$ cat src/design/huffman_bit_packer_unit_defines.svh
// Shared assertion macros for the bit packer blocks.
// Each macro expects clk and rst in scope.
`ifndef HUFFMAN_BIT_PACKER_UNIT_DEFINES_SVH
`define HUFFMAN_BIT_PACKER_UNIT_DEFINES_SVH

// Same-cycle implication.
`define HBP_ASSERT_IMP(lbl, ante, cons) \
  lbl: assert property (@(posedge clk) disable iff (rst) (ante) |-> (cons)) \
    else $error("assertion failed");

// Next-cycle implication.
`define HBP_ASSERT_NXT(lbl, ante, cons) \
  lbl: assert property (@(posedge clk) disable iff (rst) (ante) |=> (cons)) \
    else $error("assertion failed");

`endif

$ cat src/design/hbp_pkg.sv
`default_nettype none
package hbp_pkg;

  localparam int MAX_CODE_LEN_DEF = 32;
  localparam int NUM_SYMBOLS_DEF  = 256;

  localparam int OP_W   = 2;
  localparam int SYM_W  = 8;
  localparam int CODE_W = 32;
  localparam int LEN_W  = 6;
  localparam int BYTE_W = 8;
  localparam int CNTB_W = 4;
  localparam int REM_W  = 3;

  localparam logic [OP_W-1:0] OP_LOAD   = 2'd0;
  localparam logic [OP_W-1:0] OP_ENCODE = 2'd1;
  localparam logic [OP_W-1:0] OP_FLUSH  = 2'd2;

  localparam int QUEUE_DEPTH = 4;
  localparam int QPTR_W      = $clog2(QUEUE_DEPTH);
  localparam int QCNT_W      = $clog2(QUEUE_DEPTH + 1);

  typedef struct packed {
    logic [CODE_W-1:0] code;
    logic [LEN_W-1:0]  len;
  } table_entry_t;

  typedef struct packed {
    logic              flush;
    logic [CODE_W-1:0] code;
    logic [LEN_W-1:0]  len;
  } q_entry_t;

  typedef struct packed {
    logic              empty;
    logic [QCNT_W-1:0] count;
  } q_status_t;

endpackage
`default_nettype wire

$ cat src/design/hbp_queue.sv
`default_nettype none
`include "huffman_bit_packer_unit_defines.svh"
module hbp_queue (
  input  logic               clk,
  input  logic               rst,
  input  logic               push,
  input  hbp_pkg::q_entry_t  push_entry,
  input  logic               pop,
  output hbp_pkg::q_entry_t  head,
  output hbp_pkg::q_status_t status
);
  import hbp_pkg::*;

  q_entry_t          slots [QUEUE_DEPTH];
  logic [QPTR_W-1:0] wr_ptr;
  logic [QPTR_W-1:0] rd_ptr;
  logic [QCNT_W-1:0] count;

  always_ff @(posedge clk) begin
    if (push) begin
      slots[wr_ptr] <= push_entry;
    end
  end

  always_ff @(posedge clk) begin
    if (rst) begin
      wr_ptr <= '0;
      rd_ptr <= '0;
      count  <= '0;
    end else begin
      if (push) begin
        wr_ptr <= wr_ptr + 1'b1;
      end
      if (pop) begin
        rd_ptr <= rd_ptr + 1'b1;
      end
      priority if (push && !pop) begin
        count <= count + 1'b1;
      end else if (pop && !push) begin
        count <= count - 1'b1;
      end
    end
  end

  assign head         = slots[rd_ptr];
  assign status.empty = (count == '0);
  assign status.count = count;

  `HBP_ASSERT_IMP(a_no_overflow, push && !pop, count < QCNT_W'(QUEUE_DEPTH))
  `HBP_ASSERT_IMP(a_no_underflow, pop, count != '0)
  `HBP_ASSERT_IMP(a_count_bound, 1'b1, count <= QCNT_W'(QUEUE_DEPTH))

endmodule
`default_nettype wire

$ cat config.mk
export PLATFORM = sky130hd
export DESIGN_NAME = hbp_queue
export DESIGN_NICKNAME = d
export VERILOG_FILES = /design/src/design/hbp_pkg.sv /design/src/design/hbp_queue.sv
export VERILOG_INCLUDE_DIRS = /design/src /design/src/design
export SDC_FILE = /design/constraint.sdc
export NUM_CORES = 1
export LEC_CHECK = 0
export ABC_AREA = 1
export CAP_MARGIN = 20
export CORE_AREA = 2 2 115 117
export CTS_CLUSTER_SIZE = 30
export DETAILED_ROUTE_END_ITERATION = 10
export DIE_AREA = 0 0 117 119
export DONT_BUFFER_PORTS = 1
export HOLD_SLACK_MARGIN = 0.08
export MAX_ROUTING_LAYER = met4
export PLACE_DENSITY = 0.67
export SYNTH_ARGS = -nofsm -noshare
export SYNTH_HDL_FRONTEND = slang
export SYNTH_SLANG_ARGS = --single-unit
$ cat constraint.sdc
create_clock -name clk -period 1.7 [get_ports clk]
set_input_delay 0.085 -clock clk [delete_from_list [all_inputs] [get_ports clk]]
set_output_delay 0.085 -clock clk [all_outputs]
set_load 0.005 [all_outputs]
==> results_dict.tcl <==
set metrics [dict create \
    slowest_stage "dfxtp_2" \
    clock.fmax_mhz 613 \
    worstPathArrival_ns 1.55 \
    fin_nets 537 \
    worst_r2r_startpoint "wr_ptr[0]" \
    syn_area_sq_um 6230 \
    place_hpwl_um 7260 \
    cts_setup_buffers 0 \
    grt_max_degree 40 \
    pwr-share-comb_pct 8.1 \
    drc 0 \
    post-synth-top-area-cell "edfxtp_1" \
    die_area_sq_um 13900 \
    setup_ws_ns 0.0684 \
    antenna_found_initial 0 \
    use_met1_pct 23.5 \
    required_ns 1.62 \
    pwr-share-seq_pct 51.5 \
    switching_power_mw 1.95 \
    ys_ff_latch 165 \
    drtIter0Drc 302 \
    cpPeakStageDelay_ns 0.38 \
    portBuffers 0 \
    final_area_sq_um 7560 \
    synth_area_per_cell_sq_um 14.3 \
    timing.rr.end "slots[3][8]" \
    yosys_warnings 0 \
    min_path_cells 3 \
    numCtsBuffers 17 \
    final_util_pct 58.7 \
    irDropWorstVdd_uv 580 \
    critPathCaptureType "output pin" \
    dieHeight_um 119 \
    cts_root_buffer "clkbuf_16" \
    ant_nets 0 \
    vias 3635 \
    num_rows 42 \
    drive_gt1_share_pct 12.0 \
    syn2layout_area_growth_pct 21.4 \
    cellPowerDensity_nw_per_um2 1210 \
    min_path_type "input pin to flop" \
    first_global_vias 3637 \
    hold_path_startpoint "push" \
    grt_pass1_wl_um 19300 \
    use_met2_pct 29.5 \
    coreArea_sq_um 12900 \
    clock-sinks 165 \
    rrSetupSlack_ns 0.34 \
    criticalPathCategory "flop to output pin" \
    ff2ff_path_depth 4 \
    p_int_mw 7.18 \
    yosys.cell_types.count 23 \
    dr.pass1.iters 4 \
    synth_area_leaders "edfxtp_1 75%, o21ai_0 6.5%, nor2_1 5.1%" \
    crit_chain "inv_4 > buf_6 > o21ai_0 > o22ai_2" \
    finalHoldViolations 0 \
    ys_seq_area_share_pct 78.1 \
    syn_nets 484 \
    clockBufferDepth 2 \
    die_x_um 117 \
    rsz0062_at_grt "true" \
    status "finished, final reports clean" \
    ios 86 \
    p_leak_nw 2.56 \
    ctsHtreeMaxLevel 4 \
    synth_top_area_share_pct 75.2 \
    grt_busiest_layer "met2" \
    clk_pin_slew_ns 0.06 \
    final_common_cell "edfxtp_1" \
    insertedDiodeCount 0 \
    switching_share_pct 21.3 \
    placed_area_sq_um 6490 \
    setup_viol 0 \
    layout_common_cells "156 x edfxtp_1, 84 x nor2_1, 81 x o21ai_0" \
    timing.final.crit_share_pct 96.0 \
    maxSlewViolCount 0 \
    via_per_inst 5.37 \
    maxSlewHeadroom_pct 76.5 \
    gp_congestion 0.751 \
    period_needed_ns 1.63 \
    start_util_pct 48.4 \
    clock-skew-final_ns 0.0125 \
    tritoncts "done" \
    insertion_delay_ns 0.43 \
    tightest_slew_ns 0.352 \
    hold_end "slots[0][38]" \
    grt_use_met3_pct 7.33 \
    start_kind "flop" \
    worstPathMaxFanout 19 \
    overflow 0 \
    wl_per_cell_um 18.2 \
    syn_inst 435 \
    holdWs_ns 0.217 \
    post-place-ws_ns 0.336 \
    routed_wl_um 12300 \
    grt_use_total_pct 19.6 \
    maxCapViolations 0 \
    pwr-share-clk_pct 40.4 \
]
[layout make-up]
type	instances	area [sq um]
fillers	964	5310
inverters	17	77.6
clock inverters	13	139
repair buffers	59	633
flip-flops and latches	165	4870
well taps	176	220
multi-input cells	228	1190
clock buffers	19	433
[state kept, by name (all words and copies together) (netlist names), named ones only]
register,count
wr_ptr,2
count,3
slots,156
rd_ptr,2
[power by group through the flow]
| stage | Sequential (mW) | Clock, mW | Combinational, mW |
|---|---|---|---|
| 3_3_place_gp | 4.77 | 0 | 0.583 |
| 5_1_grt | 4.71 | 3.93 | 0.827 |
| 6_report | 4.70 | 3.69 | 0.739 |
| 4_1_cts | 4.70 | 3.75 | 0.725 |
| 2_1_floorplan | 4.77 | 0 | 0.429 |
| 3_5_place_dp | 4.78 | 0 | 0.599 |
[routing by layer]
metal  wire length, um  share of wire, %
met1              5120                41
met2              6250                51
met3               782               6.3
met4               206               1.7
met5                 0                 0
[logic make-up after synthesis]
logic type      synth area share (%)
flops                           78.1
simple gates                    5.87
buf+inv                         3.72
compound gates                  10.8
xor+xnor                       0.141
fa+ha+maj                       1.33
[per-stage QoR]
step | setup TNS [ns] | total power [mW] | cells
after CTS | 0 | 9.17 | 677
after floorplan | 0 | 5.20 | 435
after global routing | -0.0425 | 9.47 | 677
after global placement | 0 | 5.36 | 602
after detailed placement | 0 | 5.38 | 602
final | 0 | 9.12 | 677
[critical path, delay by kind of cell, from the launching register on]
family / cells / cell delay (ns)
flip-flops: 1 / 0.38
AO/OA/AOI/OAI: 2 / 0.44
buffers and inverters: 2 / 0.29
[worst max-delay path by stage]
stage | startpoint | to | slack, ns | cells past startpoint
2_1_floorplan | wr_ptr[0] | slots[3][0] | 0.02 | 3
3_3_place_gp | wr_ptr[0] | slots[3][21] | 0.37 | 4
3_5_place_dp | wr_ptr[0] | slots[3][23] | 0.34 | 4
4_1_cts | flop | head[34] | 0.02 | 4
5_1_grt | flop | head[8] | -0.04 | 4
6_report | flop | head[8] | 0.07 | 4
[cells in the mapped netlist]
library cell  count
inv_4             1
buf_4             1
nand2_1           9
nor2_1           84
nand3_1           1
ha_1              5
a21oi_1           3
buf_6             6
fa_1              1
clkbuf_1          4
o21ai_0          81
clkbuf_4          2
o22ai_1          39
nor3_1            1
o21ai_1           2
dfxtp_1           9
xor2_1            1
inv_2             1
clkbuf_2          3
buf_2             9
edfxtp_1        156
nand4_1           1
inv_1            15
[what timing repair did]
action | CTS | global route
hold buffers | 43 | 0
setup endpoints to repair | 2 | 11
endpoints found under the hold margin | 175 | 0
resized for setup | 1 | 11
pin swaps | 0 | 1
cloned | 0 | 0
(Power assumes the default switching activity.)
