### config.mk
export PLATFORM = sky130hd
export DESIGN_NAME = hbp_back_flat
export DESIGN_NICKNAME = d
export VERILOG_FILES = /design/src/design/hbp_pkg.sv /design/src/design/hbp_byte_if.sv /design/src/design/hbp_back.sv /design/src/flat_wrapper.sv
export VERILOG_INCLUDE_DIRS = /design/src /design/src/design
export SDC_FILE = /design/constraint.sdc
export NUM_CORES = 1
export LEC_CHECK = 0
export BUFFER_PORTS_ARGS = -buffer_cell sky130_fd_sc_hd__buf_4
export CELL_PAD_IN_SITES_DETAIL_PLACEMENT = 1
export CELL_PAD_IN_SITES_GLOBAL_PLACEMENT = 1
export CORE_ASPECT_RATIO = 0.8
export CORE_MARGIN = 3
export CORE_UTILIZATION = 51
export DETAILED_ROUTE_END_ITERATION = 8
export HOLD_SLACK_MARGIN = 0.03
export PLACE_DENSITY = 0.95
export SETUP_SLACK_MARGIN = 0.4
export SLEW_MARGIN = 20
export SYNTH_ARGS = -nofsm -noshare
export SYNTH_HDL_FRONTEND = slang
export SYNTH_SLANG_ARGS = --single-unit
### constraint.sdc
create_clock -name clk -period 10.9 [get_ports clk]
set_input_delay 0.545 -clock clk [delete_from_list [all_inputs] [get_ports clk]]
set_output_delay 0.545 -clock clk [all_outputs]
set_load 0.05 [all_outputs]
### src/design/huffman_bit_packer_unit_defines.svh
// Shared assertion macros for the bit packer blocks.
// Each macro expects clk and rst in scope.
`ifndef HUFFMAN_BIT_PACKER_UNIT_DEFINES_SVH
`define HUFFMAN_BIT_PACKER_UNIT_DEFINES_SVH

// Same-cycle implication.
`define HBP_ASSERT_IMP(lbl, ante, cons) \
  lbl: assert property (@(posedge clk) disable iff (rst) (ante) |-> (cons)) \
    else $error("assertion failed");

// Next-cycle implication.
`define HBP_ASSERT_NXT(lbl, ante, cons) \
  lbl: assert property (@(posedge clk) disable iff (rst) (ante) |=> (cons)) \
    else $error("assertion failed");

`endif

### src/design/hbp_pkg.sv
`default_nettype none
package hbp_pkg;

  localparam int MAX_CODE_LEN_DEF = 32;
  localparam int NUM_SYMBOLS_DEF  = 256;

  localparam int OP_W   = 2;
  localparam int SYM_W  = 8;
  localparam int CODE_W = 32;
  localparam int LEN_W  = 6;
  localparam int BYTE_W = 8;
  localparam int CNTB_W = 4;
  localparam int REM_W  = 3;

  localparam logic [OP_W-1:0] OP_LOAD   = 2'd0;
  localparam logic [OP_W-1:0] OP_ENCODE = 2'd1;
  localparam logic [OP_W-1:0] OP_FLUSH  = 2'd2;

  localparam int QUEUE_DEPTH = 4;
  localparam int QPTR_W      = $clog2(QUEUE_DEPTH);
  localparam int QCNT_W      = $clog2(QUEUE_DEPTH + 1);

  typedef struct packed {
    logic [CODE_W-1:0] code;
    logic [LEN_W-1:0]  len;
  } table_entry_t;

  typedef struct packed {
    logic              flush;
    logic [CODE_W-1:0] code;
    logic [LEN_W-1:0]  len;
  } q_entry_t;

  typedef struct packed {
    logic              empty;
    logic [QCNT_W-1:0] count;
  } q_status_t;

endpackage
`default_nettype wire

### src/design/hbp_byte_if.sv
`default_nettype none
interface hbp_byte_if;
  logic                      valid;
  logic                      ready;
  logic [hbp_pkg::BYTE_W-1:0] out_byte;
  logic                      last_of_run;
  logic                      is_final;
  logic [hbp_pkg::REM_W-1:0]  final_remainder;

  modport source (output valid, out_byte, last_of_run, is_final, final_remainder,
                  input ready);
  modport sink (input valid, out_byte, last_of_run, is_final, final_remainder,
                output ready);
endinterface
`default_nettype wire

### src/design/hbp_back.sv
`default_nettype none
`include "huffman_bit_packer_unit_defines.svh"
module hbp_back (
  input  logic               clk,
  input  logic               rst,
  input  hbp_pkg::q_entry_t  head,
  input  hbp_pkg::q_status_t q_status,
  output logic               pop,
  hbp_byte_if.source         packed_bytes
);
  import hbp_pkg::*;

  logic              busy;
  logic              is_flush;
  logic [CODE_W-1:0] code;
  logic [LEN_W-1:0]  remain;
  logic [BYTE_W-1:0] pending_bits;
  logic [CNTB_W-1:0] pending_count;

  logic              busy_next;
  logic              is_flush_next;
  logic [CODE_W-1:0] code_next;
  logic [LEN_W-1:0]  remain_next;
  logic [BYTE_W-1:0] pending_bits_next;
  logic [CNTB_W-1:0] pending_count_next;

  logic              emit;
  logic [BYTE_W-1:0] emit_byte;
  logic              emit_last;
  logic              emit_final;
  logic [REM_W-1:0]  emit_rem;

  logic              out_free;
  logic [CNTB_W-1:0] avail;
  logic [CNTB_W-1:0] take;
  logic [BYTE_W+CODE_W-1:0] merged;

  assign out_free = !packed_bytes.valid || packed_bytes.ready;
  assign avail    = CNTB_W'(BYTE_W) - pending_count;
  assign take     = (remain < {{(LEN_W-CNTB_W){1'b0}}, avail}) ? remain[CNTB_W-1:0] : avail;
  assign merged   = {pending_bits, code} << take;

  always_comb begin
    busy_next          = busy;
    is_flush_next      = is_flush;
    code_next          = code;
    remain_next        = remain;
    pending_bits_next  = pending_bits;
    pending_count_next = pending_count;
    pop                = 1'b0;
    emit               = 1'b0;
    emit_byte          = pending_bits;
    emit_last          = 1'b0;
    emit_final         = 1'b0;
    emit_rem           = '0;
    priority if (!busy) begin
      if (!q_status.empty) begin
        pop           = 1'b1;
        is_flush_next = head.flush;
        remain_next   = head.len;
        code_next     = head.code << (LEN_W'(CODE_W) - head.len);
        busy_next     = head.flush || (head.len != '0);
      end
    end else if (is_flush) begin
      if (out_free) begin
        emit               = 1'b1;
        emit_last          = 1'b1;
        emit_final         = 1'b1;
        emit_rem           = pending_count[REM_W-1:0];
        pending_bits_next  = '0;
        pending_count_next = '0;
        busy_next          = 1'b0;
      end
    end else if (pending_count == CNTB_W'(BYTE_W)) begin
      if (out_free) begin
        emit               = 1'b1;
        emit_last          = (remain <= LEN_W'(BYTE_W));
        pending_bits_next  = '0;
        pending_count_next = '0;
      end
    end else begin
      pending_bits_next  = merged[BYTE_W+CODE_W-1:CODE_W];
      code_next          = merged[CODE_W-1:0];
      pending_count_next = pending_count + take;
      remain_next        = remain - {{(LEN_W-CNTB_W){1'b0}}, take};
      busy_next          = (remain_next != '0);
    end
  end

  always_ff @(posedge clk) begin
    if (rst) begin
      busy          <= 1'b0;
      is_flush      <= 1'b0;
      remain        <= '0;
      pending_bits  <= '0;
      pending_count <= '0;
      packed_bytes.valid <= 1'b0;
    end else begin
      busy          <= busy_next;
      is_flush      <= is_flush_next;
      remain        <= remain_next;
      pending_bits  <= pending_bits_next;
      pending_count <= pending_count_next;
      if (emit) begin
        packed_bytes.valid <= 1'b1;
      end else if (packed_bytes.ready) begin
        packed_bytes.valid <= 1'b0;
      end
    end
  end

  always_ff @(posedge clk) begin
    code <= code_next;
    if (emit) begin
      packed_bytes.out_byte        <= emit_byte;
      packed_bytes.last_of_run     <= emit_last;
      packed_bytes.is_final        <= emit_final;
      packed_bytes.final_remainder <= emit_rem;
    end
  end

  `HBP_ASSERT_IMP(a_pending_bound, 1'b1, pending_count <= CNTB_W'(BYTE_W))
  `HBP_ASSERT_IMP(a_emit_full, emit && !emit_final, pending_count == CNTB_W'(BYTE_W))
  `HBP_ASSERT_IMP(a_encode_live, busy && !is_flush,
                  remain != '0 && remain <= LEN_W'(CODE_W))
  `HBP_ASSERT_NXT(a_flush_clears, emit && emit_final, pending_count == '0)

endmodule
`default_nettype wire

### src/flat_wrapper.sv
// flat-port wrapper written by rule: the top's interface ports become plain ports
module hbp_back_flat import hbp_pkg::*;
  (clk, rst, head, q_status, pop, packed_bytes_valid, packed_bytes_out_byte, packed_bytes_last_of_run, packed_bytes_is_final, packed_bytes_final_remainder, packed_bytes_ready);
  hbp_byte_if packed_bytes_i ();
  input  logic clk;
  input  logic rst;
  input  hbp_pkg::q_entry_t head;
  input  hbp_pkg::q_status_t q_status;
  output logic pop;
  output wire logic [$bits(packed_bytes_i.valid)-1:0] packed_bytes_valid;
  output wire logic [$bits(packed_bytes_i.out_byte)-1:0] packed_bytes_out_byte;
  output wire logic [$bits(packed_bytes_i.last_of_run)-1:0] packed_bytes_last_of_run;
  output wire logic [$bits(packed_bytes_i.is_final)-1:0] packed_bytes_is_final;
  output wire logic [$bits(packed_bytes_i.final_remainder)-1:0] packed_bytes_final_remainder;
  input wire logic [$bits(packed_bytes_i.ready)-1:0] packed_bytes_ready;
  assign packed_bytes_valid = packed_bytes_i.valid;
  assign packed_bytes_out_byte = packed_bytes_i.out_byte;
  assign packed_bytes_last_of_run = packed_bytes_i.last_of_run;
  assign packed_bytes_is_final = packed_bytes_i.is_final;
  assign packed_bytes_final_remainder = packed_bytes_i.final_remainder;
  assign packed_bytes_i.ready = packed_bytes_ready;
  hbp_back u_core (.clk(clk), .rst(rst), .head(head), .q_status(q_status), .pop(pop), .packed_bytes(packed_bytes_i));
endmodule
==> flow_metrics.env, run 1 <==
export IMPL_clock_path_buffers=2
export IMPL_dpl_cell_count=840
export IMPL_finalHoldViolCount=0
export IMPL_gpl_final_weighted_congestion=0.919
export IMPL_detailedRoute_firstIterationViolations=798
export IMPL_place_area_um2=6720
export IMPL_cts_tree="built"
export IMPL_worst_path_buf_inv=5
export IMPL_ant_nets=0
export IMPL_core_area_um2=11700
export IMPL_leakage_nw=2.63
export IMPL_setup_violators_final=0
export IMPL_yosys_most_used_dff="sky130_fd_sc_hd__edfxtp_1"
export IMPL_avgSynthCellArea_um2=9.22
export IMPL_chipWidth_um=130
export IMPL_crit_type="reg -> reg"
export IMPL_synth_fp_nets=734
export IMPL_worst_setup_path_start_kind="flop"
export IMPL_area_growth_pct=13.5
export IMPL_irDropWorstVdd_v=0.000137
export IMPL_globalRoute_totalOverflow=0
export IMPL_timing_critical_path_cells="inv_1 -> ha_1 -> xor2_1 -> ha_1 -> a21oi_1 -> o21ai_0 -> maj3_1 -> nor2_4 -> a21oi_1 -> buf_4 -> inv_1 -> buf_4 -> ha_1 -> inv_1 -> maj3_1 -> a211o_1 -> a311oi_1 -> mux2_2 -> a221oi_1 -> nor2_1"
export IMPL_layout_commonest_cell="sky130_fd_sc_hd__mux2i_1"
export IMPL_number_of_antenna_violations_at_the_first_check_in_global_routing=1
export IMPL_total_wire_length_after_detailed_routing_um=22500
export IMPL_vias_per_cell=7.30
export IMPL_holdCritPathClass="in -> reg"
export IMPL_start_util_pct=53.2
export IMPL_cpPeakStageDelay_ns=0.47
export IMPL_synthCells=677
export IMPL_power_density_nw_per_um2=354
export IMPL_post_cts_setup_buffers=0
export IMPL_seq_area_frac_synth_pct=28.4
export IMPL_async_flop_share_pct=0
export IMPL_final_nets=761
export IMPL_detail_route_wl_per_cell_um=26.3
export IMPL_clock_tree_root_cell="sky130_fd_sc_hd__clkbuf_16"
export IMPL_design_die_area_um2=13600
export IMPL_slew_headroom_pct=26.1
export IMPL_first_global_vias=6374
export IMPL_clk_transition_reported_paths_ns=0.06
export IMPL_final_setup_skew_ns=0.00824
export IMPL_place_hpwl_um=15400
export IMPL_slowest_stage="sky130_fd_sc_hd__dfxtp_1"
export IMPL_arrival_ns=6.10
export IMPL_maxCapViolations=0
export IMPL_io_pin_count=61
export IMPL_vias=6258
export IMPL_yosys_warnings=0
export IMPL_number_of_register_bits_inferred_by_synthesis=66
export IMPL_number_of_gates_resized_after_cts=0
export IMPL_cpLargestDelayFamily="adder cells"
export IMPL_grt_pass1_wl_um=35400
export IMPL_clock_sinks=66
export IMPL_drv_slew=0
export IMPL_final_area_um2=7090
export IMPL_die_height_um=105
export IMPL_cp_max_fo=31
export IMPL_drc_errors=0
export IMPL_ctsHtreeMaxLevel=3
export IMPL_placement_io_buffers=57
export IMPL_std_cell_rows=35
export IMPL_timing_fmax_mhz=170
export IMPL_synth_distinct_cells=63
export IMPL_tightestPinTransition_ns=1.11
export IMPL_filler_cell_count=1344
export IMPL_power_total_mw=2.51
export IMPL_final_period_utilization_pct=54.0
export IMPL_setup_total_negative_slack_ns=0
export IMPL_post_route_cells_drive_above_1_share_pct=18.5
export IMPL_clkLatencyLatePin_ns=0.34
export IMPL_final_cell_mix="sky130_fd_sc_hd__mux2i_1 (79), sky130_fd_sc_hd__nand2_1 (70), sky130_fd_sc_hd__buf_4 (65)"
export IMPL_cts_inserted_buffers=9
export IMPL_n_antenna_cell=0
export IMPL_gr_usage_all_layers_pct=33.0
export IMPL_rsz0062_at_grt="false"
export IMPL_critical_path_endpoint_type="flop"
export IMPL_finalWorstPathRequiredPeriod_ns=5.89
export IMPL_status="complete, no violations"
export IMPL_grt_max_degree=44
export IMPL_synth_enable_flop_cells=45
export IMPL_synth_cell_area_um2=6240
export IMPL_post_cts_hold_buffer_count=0
export IMPL_post_layout_nonfiller_instances=857
export IMPL_crit_required_ns=11.12
export IMPL_drt_pre_antenna_iters=7
==> final cells by class <==
| cell class | instances | area, um^2 | share of cell area [%] |
|---|---|---|---|
| Multi-Input combinational cell | 544 | 4220 | 59.6 |
| Sequential cell | 66 | 1770 | 25.0 |
| Timing Repair Buffer | 66 | 515 | 7.28 |
| Clock buffer | 10 | 250 | 3.53 |
| Tap cell | 148 | 185 | 2.61 |
| Clock inverter | 6 | 71.3 | 1.01 |
| Inverter | 17 | 68.8 | 0.971 |
==> worst min-delay path, cell delays in order <==
cell and delay [ns]:
sky130_fd_sc_hd__buf_4 0.11, sky130_fd_sc_hd__nand2_1 0.05, sky130_fd_sc_hd__a21oi_1 0.05
==> Yosys cell counts (3+ instances only) <==
cell type / number / area share (%)
sky130_fd_sc_hd__a32o_1: 4 / 0.64
sky130_fd_sc_hd__nor3_1: 16 / 1.3
sky130_fd_sc_hd__xnor2_1: 3 / 0.42
sky130_fd_sc_hd__xor2_1: 9 / 1.3
sky130_fd_sc_hd__ha_1: 10 / 2.0
sky130_fd_sc_hd__a21boi_0: 5 / 0.60
sky130_fd_sc_hd__o31ai_1: 4 / 0.48
sky130_fd_sc_hd__a32oi_1: 11 / 1.5
sky130_fd_sc_hd__a31oi_1: 5 / 0.50
sky130_fd_sc_hd__o22ai_1: 4 / 0.40
sky130_fd_sc_hd__buf_2: 8 / 0.64
sky130_fd_sc_hd__mux2i_1: 79 / 13
sky130_fd_sc_hd__o221ai_1: 21 / 2.9
sky130_fd_sc_hd__buf_1: 6 / 0.36
sky130_fd_sc_hd__a211oi_1: 14 / 1.7
sky130_fd_sc_hd__mux4_2: 24 / 8.7
sky130_fd_sc_hd__a22oi_1: 45 / 5.4
sky130_fd_sc_hd__nand2_1: 70 / 4.2
sky130_fd_sc_hd__and3_1: 6 / 0.60
sky130_fd_sc_hd__dfxtp_1: 21 / 6.7
sky130_fd_sc_hd__nor2_1: 45 / 2.7
sky130_fd_sc_hd__nor2b_1: 10 / 1.0
sky130_fd_sc_hd__a221o_1: 3 / 0.48
sky130_fd_sc_hd__edfxtp_1: 45 / 22
sky130_fd_sc_hd__o21ai_0: 25 / 2.0
sky130_fd_sc_hd__and2_1: 10 / 1.0
sky130_fd_sc_hd__nor4_1: 5 / 0.50
sky130_fd_sc_hd__a21oi_1: 45 / 3.6
sky130_fd_sc_hd__clkbuf_1: 32 / 1.9
sky130_fd_sc_hd__nand3_1: 14 / 1.1
sky130_fd_sc_hd__mux2_2: 11 / 2.0
sky130_fd_sc_hd__or3_1: 3 / 0.30
sky130_fd_sc_hd__inv_1: 13 / 0.78
sky130_fd_sc_hd__o211ai_1: 11 / 1.3
==> flip-flops by register name, indices dropped and copies added (netlist names) <==
register and cells:
u_core.packed_bytes.is_final 1, u_core.packed_bytes.valid 1, u_core.pending_count 4, u_core.packed_bytes.out_byte 8, u_core.packed_bytes.last_of_run 1, u_core.code 32
u_core.emit_byte 8, u_core.remain 6, u_core.packed_bytes.final_remainder 3, u_core.is_flush 1, u_core.busy 1
==> worst paths after layout <==
kind | end | start | slack, ns | cells after the start
hold / removal | u_core.is_flush | head[38] | 0.47 | 3
setup / recovery | u_core.remain[5] | u_core.pending_count[0] | 5.01 | 20
hold reg to reg | u_core.packed_bytes.out_byte[7] | u_core.emit_byte[7] | 0.47 | 0
setup reg to reg | u_core.remain[5] | u_core.pending_count[0] | 5.01 | 20
==> where the power goes <==
| part | switching, mW | internal [mW] | total, mW | leakage [nW] |
|---|---|---|---|---|
| clock network | 0.125 | 0.194 | 0.319 | 0.158 |
| logic | 1.13 | 0.569 | 1.70 | 1.84 |
| registers | 0.0890 | 0.405 | 0.494 | 0.624 |
==> metrics by stage <==
| stage | util, % | setup WS, ns | hold WS [ns] |
|---|---|---|---|
| CTS | 60.0 | 5.11 | 0.467 |
| global placement | 57.3 | 5.69 | 0.426 |
| finish | 60.4 | 5.01 | 0.468 |
| detailed placement | 57.3 | 5.27 | 0.453 |
| floorplan | - | 6.25 | 0.408 |
| global route | 60.4 | 4.66 | 0.479 |
==> per-layer routing <==
metal  vias to the layer above  routed length [um]  global-route usage (%)
met5                         -                  13                       0
met4                         2                 617                    10.5
met2                       380               10500                    52.6
met1                      3087                9500                    45.2
met3                        67                1840                    6.29
li1                       2722                   -                       -
==> logic make-up (layout without fill, tap and decap cells) <==
kind of cell	after synthesis	in the layout	share of synthesized area, %
adder cells (fa/ha/maj)	14	14	2.83
buffers and inverters	67	99	4.63
XOR/XNOR	12	12	1.68
flip-flops	66	66	28.4
AND/OR/NAND/NOR	192	192	14.8
AO/OA/AOI/OAI	211	211	24.0
multiplexers	115	115	23.7
No activity file was read; power rests on OpenSTA's default activity.
==> run 2, diff against run 1 <==
--- a/config.mk
+++ b/config.mk
@@ -11,10 +11,10 @@
 export CELL_PAD_IN_SITES_GLOBAL_PLACEMENT = 1
 export CORE_ASPECT_RATIO = 0.8
 export CORE_MARGIN = 3
-export CORE_UTILIZATION = 51
+export CORE_UTILIZATION = 42
 export DETAILED_ROUTE_END_ITERATION = 8
 export HOLD_SLACK_MARGIN = 0.03
-export PLACE_DENSITY = 0.95
+export PLACE_DENSITY = 0.87
 export SETUP_SLACK_MARGIN = 0.4
 export SLEW_MARGIN = 20
 export SYNTH_ARGS = -nofsm -noshare
==> constraint.sdc (replaced) <==
create_clock -name clk -period 5.4 [get_ports clk]
set_input_delay 0.27 -clock clk [delete_from_list [all_inputs] [get_ports clk]]
set_output_delay 0.27 -clock clk [all_outputs]
set_load 0.05 [all_outputs]
==> flow_metrics.env, run 2 (synthesis gave the netlist of run 1 again) <==
export IMPL_detailedPlace_worstSlack_ns=0.638
export IMPL_timing_critical_path_cells="inv_1 -> ha_1 -> xor2_2 -> ha_1 -> a21oi_1 -> o21ai_0 -> maj3_1 -> nor2_4 -> a21oi_1 -> inv_1 -> ha_1 -> inv_1 -> maj3_1 -> a211o_1 -> a311oi_2 -> mux2_2 -> a221oi_1 -> nor2_1"
export IMPL_design_die_area_um2=16400
export IMPL_post_route_cells_drive_above_1_share_pct=19.3
export IMPL_post_cts_hold_buffer_count=0
export IMPL_setup_total_negative_slack_ns=0
export IMPL_clk_transition_reported_paths_ns=0.06
export IMPL_drt_pre_antenna_iters=5
export IMPL_slowest_stage="sky130_fd_sc_hd__dfxtp_1"
export IMPL_final_nets=766
export IMPL_cpPeakStageDelay_ns=0.46
export IMPL_cts_inserted_buffers=9
export IMPL_finalHoldViolCount=0
export IMPL_placement_io_buffers=57
export IMPL_std_cell_rows=39
export IMPL_timing_hold_ws_ns=0.220
export IMPL_rsz0062_at_grt="false"
export IMPL_dpl_cell_count=882
export IMPL_crit_required_ns=5.64
export IMPL_place_hpwl_um=15800
export IMPL_arrival_ns=4.88
export IMPL_number_of_antenna_violations_at_the_first_check_in_global_routing=0
export IMPL_gr_usage_all_layers_pct=25.9
export IMPL_grt_max_degree=44
export IMPL_first_global_vias=6065
export IMPL_largest_register_ff_count=32
export IMPL_final_period_utilization_pct=85.9
export IMPL_finalWorstPathRequiredPeriod_ns=4.64
export IMPL_leakage_nw=2.63
export IMPL_drc_errors=0
export IMPL_post_layout_nonfiller_instances=898
export IMPL_clkLatencyLatePin_ns=0.35
export IMPL_total_wire_length_after_detailed_routing_um=20800
export IMPL_final_setup_skew_ns=0.00994
export IMPL_clock_tree_root_cell="sky130_fd_sc_hd__clkbuf_16"
export IMPL_drv_slew=0
export IMPL_irDropWorstVdd_v=0.000229
export IMPL_grt_pass1_wl_um=33500
export IMPL_final_cell_mix="sky130_fd_sc_hd__mux2i_1 (79), sky130_fd_sc_hd__buf_4 (71), sky130_fd_sc_hd__nand2_1 (70)"
export IMPL_critical_path_endpoint_type="flop"
export IMPL_clock_sinks=66
export IMPL_status="complete, no violations"
export IMPL_vias_per_cell=6.62
export IMPL_largest_register="u_core.code"
export IMPL_detail_route_wl_per_cell_um=23.2
export IMPL_die_height_um=115
export IMPL_detailedRoute_firstIterationViolations=715
export IMPL_worst_setup_path_start_kind="flop"
export IMPL_gpl_final_weighted_congestion=0.911
export IMPL_crit_type="reg -> reg"
export IMPL_number_of_gates_resized_after_cts=0
export IMPL_cp_max_fo=7
export IMPL_layout_commonest_cell="sky130_fd_sc_hd__mux2i_1"
export IMPL_maxCapViolations=0
export IMPL_n_antenna_cell=0
export IMPL_ctsHtreeMaxLevel=3
export IMPL_vias=5941
export IMPL_globalRoute_totalOverflow=0
export IMPL_clock_path_buffers=2
export IMPL_tightestPinTransition_ns=1.08
export IMPL_io_pin_count=61
export IMPL_ant_nets=0
export IMPL_power_density_nw_per_um2=694
export IMPL_cts_tree="built"
export IMPL_post_cts_setup_buffers=0
export IMPL_timing_fmax_mhz=216
export IMPL_area_growth_pct=14.1
export IMPL_slew_headroom_pct=27.9
export IMPL_holdCritPathClass="in -> reg"
export IMPL_layout_setup_ws_ns=0.762
export IMPL_chipWidth_um=142
export IMPL_start_util_pct=43.4
export IMPL_setup_violators_final=0
export IMPL_core_area_um2=14400
==> run 2: layer usage <==
layer  global-route usage, %  up-vias  wire length (um)
met2                    41.9      221              9680
li1                        -     2727                 -
met3                    4.53       31              1450
met1                    35.9     2962              9340
met4                    7.41        0               373
met5                       0        -                 0
==> run 2: worst max-delay path: cells and delay by family (launching register included) <==
| kind | cells | cell delay, ns |
|---|---|---|
| AOI/OAI and AO/OA | 6 | 1.30 |
| muxes | 1 | 0.38 |
| and+or+nand+nor | 2 | 0.27 |
| adders and majority gates | 5 | 1.54 |
| DFF | 1 | 0.46 |
| buffers and inverters | 3 | 0.30 |
| xor gates and xnor gates | 1 | 0.27 |
==> run 2: final cells by class <==
type	count	area, um^2
multi-input combinational	544	4220
inverter	17	68.8
tap	184	230
clock inverter	4	22.5
timing repair buffer	71	533
sequential	66	1770
clock buffer	12	278
fill	1638	7270
==> run 2: path summary, 6_finish.rpt <==
path         cells after the start                     from  slack [ns]                              end
max reg2reg                     18  u_core.pending_count[0]        0.76                 u_core.remain[5]
min                              3                 head[38]        0.22                  u_core.is_flush
min reg2reg                      0      u_core.emit_byte[7]        0.44  u_core.packed_bytes.out_byte[7]
max                             18  u_core.pending_count[0]        0.76                 u_core.remain[5]
==> run 2: report_power, final <==
group / switching (mW) / leakage [nW] / internal, mW
clock network: 0.228 / 0.149 / 0.361
logic: 2.18 / 1.86 / 1.17
registers: 0.184 / 0.624 / 0.817
==> run 2: through the flow <==
step / power (mW) / area, um^2 / util [%]
4_1_cts: 4.85 / 7110 / 49.4
3_3_place_gp: 4.05 / 6810 / 47.3
3_5_place_dp: 4.23 / 6810 / 47.3
5_1_grt: 5.27 / 7130 / 49.5
2_1_floorplan: 3.35 / 6240 / -
6_report: 4.95 / 7130 / 49.5
==> run 3, diff against run 2 <==
--- a/config.mk
+++ b/config.mk
@@ -6,15 +6,16 @@
 export SDC_FILE = /design/constraint.sdc
 export NUM_CORES = 1
 export LEC_CHECK = 0
+export ABC_AREA = 1
 export BUFFER_PORTS_ARGS = -buffer_cell sky130_fd_sc_hd__buf_4
 export CELL_PAD_IN_SITES_DETAIL_PLACEMENT = 1
 export CELL_PAD_IN_SITES_GLOBAL_PLACEMENT = 1
 export CORE_ASPECT_RATIO = 0.8
 export CORE_MARGIN = 3
-export CORE_UTILIZATION = 42
+export CORE_UTILIZATION = 39
 export DETAILED_ROUTE_END_ITERATION = 8
 export HOLD_SLACK_MARGIN = 0.03
-export PLACE_DENSITY = 0.87
+export PLACE_DENSITY = 0.88
 export SETUP_SLACK_MARGIN = 0.4
 export SLEW_MARGIN = 20
 export SYNTH_ARGS = -nofsm -noshare
==> flow_metrics.env, run 3 <==
export IMPL_status="complete, no violations"
export IMPL_detail_route_wl_per_cell_um=17.4
export IMPL_netSwitchingFraction_pct=54.7
export IMPL_synthCells=1002
export IMPL_gpl_final_weighted_congestion=0.893
export IMPL_combinationalPowerShare_pct=67.1
export IMPL_n_antenna_cell=0
export IMPL_seq_area_frac_synth_pct=27.8
export IMPL_largest_register="u_core.code"
export IMPL_detailedRoute_firstIterationViolations=742
export IMPL_design_die_area_um2=17900
export IMPL_leakage_nw=3.10
export IMPL_start_util_pct=40.1
export IMPL_gr_usage_all_layers_pct=24.4
export IMPL_final_period_utilization_pct=77.4
export IMPL_tightestPinTransition_ns=0.872
export IMPL_post_cts_setup_buffers=0
export IMPL_synthDominantCellAreaShare_pct=21.2
export IMPL_vias=7109
export IMPL_detailedPlace_worstSlack_ns=1.40
export IMPL_final_cell_mix="sky130_fd_sc_hd__nand2_1 (285), sky130_fd_sc_hd__nand3_1 (149), sky130_fd_sc_hd__o21ai_0 (97)"
export IMPL_grt_max_degree=47
export IMPL_place_hpwl_um=15900
export IMPL_rsz0062_at_grt="false"
export IMPL_finish_utilization_pct=45.0
export IMPL_p_sw_mw=2.28
export IMPL_maxCapViolations=0
export IMPL_drv_slew=0
export IMPL_place_area_um2=6880
export IMPL_core_area_um2=15900
export IMPL_final_setup_skew_ns=0.0139
export IMPL_clock_tree_root_cell="sky130_fd_sc_hd__clkbuf_16"
export IMPL_yosys_cell_count_top_type="sky130_fd_sc_hd__nand2_1"
export IMPL_ctsHtreeMaxLevel=3
export IMPL_holdCritPathClass="in -> reg"
export IMPL_crit_type="reg -> reg"
export IMPL_drt_pre_antenna_iters=5
export IMPL_number_of_gates_resized_after_cts=0
export IMPL_synthDominantAreaCellType="sky130_fd_sc_hd__edfxtp_1"
export IMPL_internal_power_mw=1.89
export IMPL_area_growth_pct=12.4
export IMPL_yosys_most_used_dff="sky130_fd_sc_hd__edfxtp_1"
export IMPL_timing_critical_path_cells="inv_1 -> ha_1 -> xnor2_1 -> inv_1 -> ha_1 -> nand2_1 -> nand2_1 -> nand2_2 -> nand2_2 -> nand2_1 -> nand2_2 -> o21ai_0 -> or2_2 -> o211ai_1 -> nand3_1 -> o2111ai_1"
export IMPL_cp_max_fo=46
export IMPL_cts_tree="built"
export IMPL_synth_top_cells_by_area="sky130_fd_sc_hd__edfxtp_1 (21%), sky130_fd_sc_hd__nand2_1 (17%), sky130_fd_sc_hd__nand3_1 (12%), sky130_fd_sc_hd__o21ai_0 (7.6%), sky130_fd_sc_hd__dfxtp_1 (6.6%)"
export IMPL_synth_enable_flop_cells=45
export IMPL_cpPeakStageDelay_ns=0.69
export IMPL_grt_pass1_wl_um=35300
export IMPL_largest_register_ff_count=32
export IMPL_clock_sinks=66
export IMPL_finalWorstPathRequiredPeriod_ns=4.18
export IMPL_cts_inserted_buffers=9
export IMPL_yosys_warnings=0
export IMPL_chipWidth_um=149
export IMPL_placement_io_buffers=57
export IMPL_ant_nets=0
export IMPL_layout_commonest_cell="sky130_fd_sc_hd__nand2_1"
export IMPL_async_flop_share_pct=0
export IMPL_clkLatencyLatePin_ns=0.35
export IMPL_share_clk_of_total_power_pct=13.4
export IMPL_setup_violators_final=0
export IMPL_synth_fp_nets=1059
export IMPL_critical_path_endpoint_type="flop"
export IMPL_avgSynthCellArea_um2=6.36
export IMPL_power_density_nw_per_um2=583
export IMPL_io_pin_count=61
export IMPL_die_height_um=120
export IMPL_synthTopCellsByCount="sky130_fd_sc_hd__nand2_1 (285), sky130_fd_sc_hd__nand3_1 (149), sky130_fd_sc_hd__o21ai_0 (97), sky130_fd_sc_hd__inv_1 (87), sky130_fd_sc_hd__nor2_1 (56)"
export IMPL_final_nets=1080
export IMPL_first_global_vias=6923
export IMPL_total_wire_length_after_detailed_routing_um=21600
export IMPL_layout_setup_ws_ns=1.22
export IMPL_setup_total_negative_slack_ns=0
export IMPL_drc_errors=0
export IMPL_post_cts_hold_buffer_count=0
export IMPL_synth_cell_area_um2=6370
export IMPL_number_of_register_bits_inferred_by_synthesis=66
export IMPL_globalRoute_totalOverflow=0
export IMPL_crit_required_ns=5.48
export IMPL_synth_distinct_cells=47
export IMPL_final_area_um2=7160
export IMPL_number_of_antenna_violations_at_the_first_check_in_global_routing=0
export IMPL_arrival_ns=4.26
export IMPL_clk_transition_reported_paths_ns=0.07
export IMPL_timing_fmax_mhz=239
export IMPL_worst_setup_path_start_kind="flop"
export IMPL_slowest_stage="sky130_fd_sc_hd__o21ai_0"
export IMPL_slew_headroom_pct=41.6
export IMPL_seq_power_share_pct=19.5
export IMPL_vias_per_cell=5.72
export IMPL_post_route_cells_drive_above_1_share_pct=12.3
export IMPL_irDropWorstVdd_v=0.000255
export IMPL_finalHoldViolCount=0
export IMPL_std_cell_rows=41
export IMPL_filler_cell_count=2167
export IMPL_clock_path_buffers=2
[run 3: cell types whose count changed after synthesis, sizes merged, moves of 15 or more]
cell,change
mux2i,-68
o211ai,+27
nand2,+222
a21oi,-15
a22oi,-40
inv,+75
or2,+27
o221ai,-21
mux4,-25
o21ai,+76
nand3,+137
[run 3: power by group through the flow]
stage	combinational (mW)	sequential, mW	clock [mW]
floorplan	2.07	0.808	0
global route	3.09	0.827	0.585
global placement	2.60	0.811	0
detailed placement	2.69	0.820	0
CTS	2.74	0.811	0.563
finish	2.80	0.813	0.559
[run 3: through the flow]
step	hold slack [ns]	instances	power, mW
after floorplan	0.408	1002	2.88
after global placement	0.418	1227	3.41
after detailed placement	0.439	1227	3.51
after CTS	0.162	1243	4.11
after global routing	0.176	1243	4.50
final	0.168	1243	4.17
[run 3: cell families after synthesis]
logic type / count (synthesis) / synth area share [%]
and+or+nand+nor: 543 / 37.1
AOI/OAI and AO/OA: 213 / 20.3
buffers and inverters: 151 / 9.78
DFF: 66 / 27.8
muxes: 11 / 1.73
adders and majority gates: 11 / 2.28
xor gates and xnor gates: 7 / 0.962
[run 3: cell type report]
class | instances | area, um^2 | area share, %
multi-input combinational | 785 | 3990 | 55.7
sequential | 66 | 1770 | 24.7
timing repair buffer | 67 | 503 | 7.03
inverter | 94 | 353 | 4.93
tap | 215 | 269 | 3.76
clock buffer | 9 | 225 | 3.15
clock inverter | 7 | 52.6 | 0.734
[run 3: worst max-delay path: cells and delay by family, from the launching register on]
family / cells / cell delay [ns]
buffers and inverters: 2 / 0.25
adder cells (fa/ha/maj): 2 / 0.53
XOR/XNOR: 1 / 0.25
AND/OR/NAND/NOR: 8 / 1.46
flip-flops: 1 / 0.42
AO/OA/AOI/OAI: 3 / 0.97
[run 3: per-layer routing]
layer	vias to the layer above	global-route usage, %	wire length (um)
li1	3451	-	-
met1	3347	35.7	10400
met2	278	37.2	9280
met3	33	3.48	1530
met4	0	7.38	403
met5	-	0	0
[run 3: worst paths after layout]
kind                                           to                     from  slack [ns]  cells after the start
setup / recovery                  u_core.code[29]  u_core.pending_count[1]        1.22                     16
hold / removal                    u_core.is_flush                 head[38]        0.17                      3
setup reg to reg                  u_core.code[29]  u_core.pending_count[1]        1.22                     16
hold reg to reg   u_core.packed_bytes.out_byte[7]      u_core.emit_byte[7]        0.45                      0
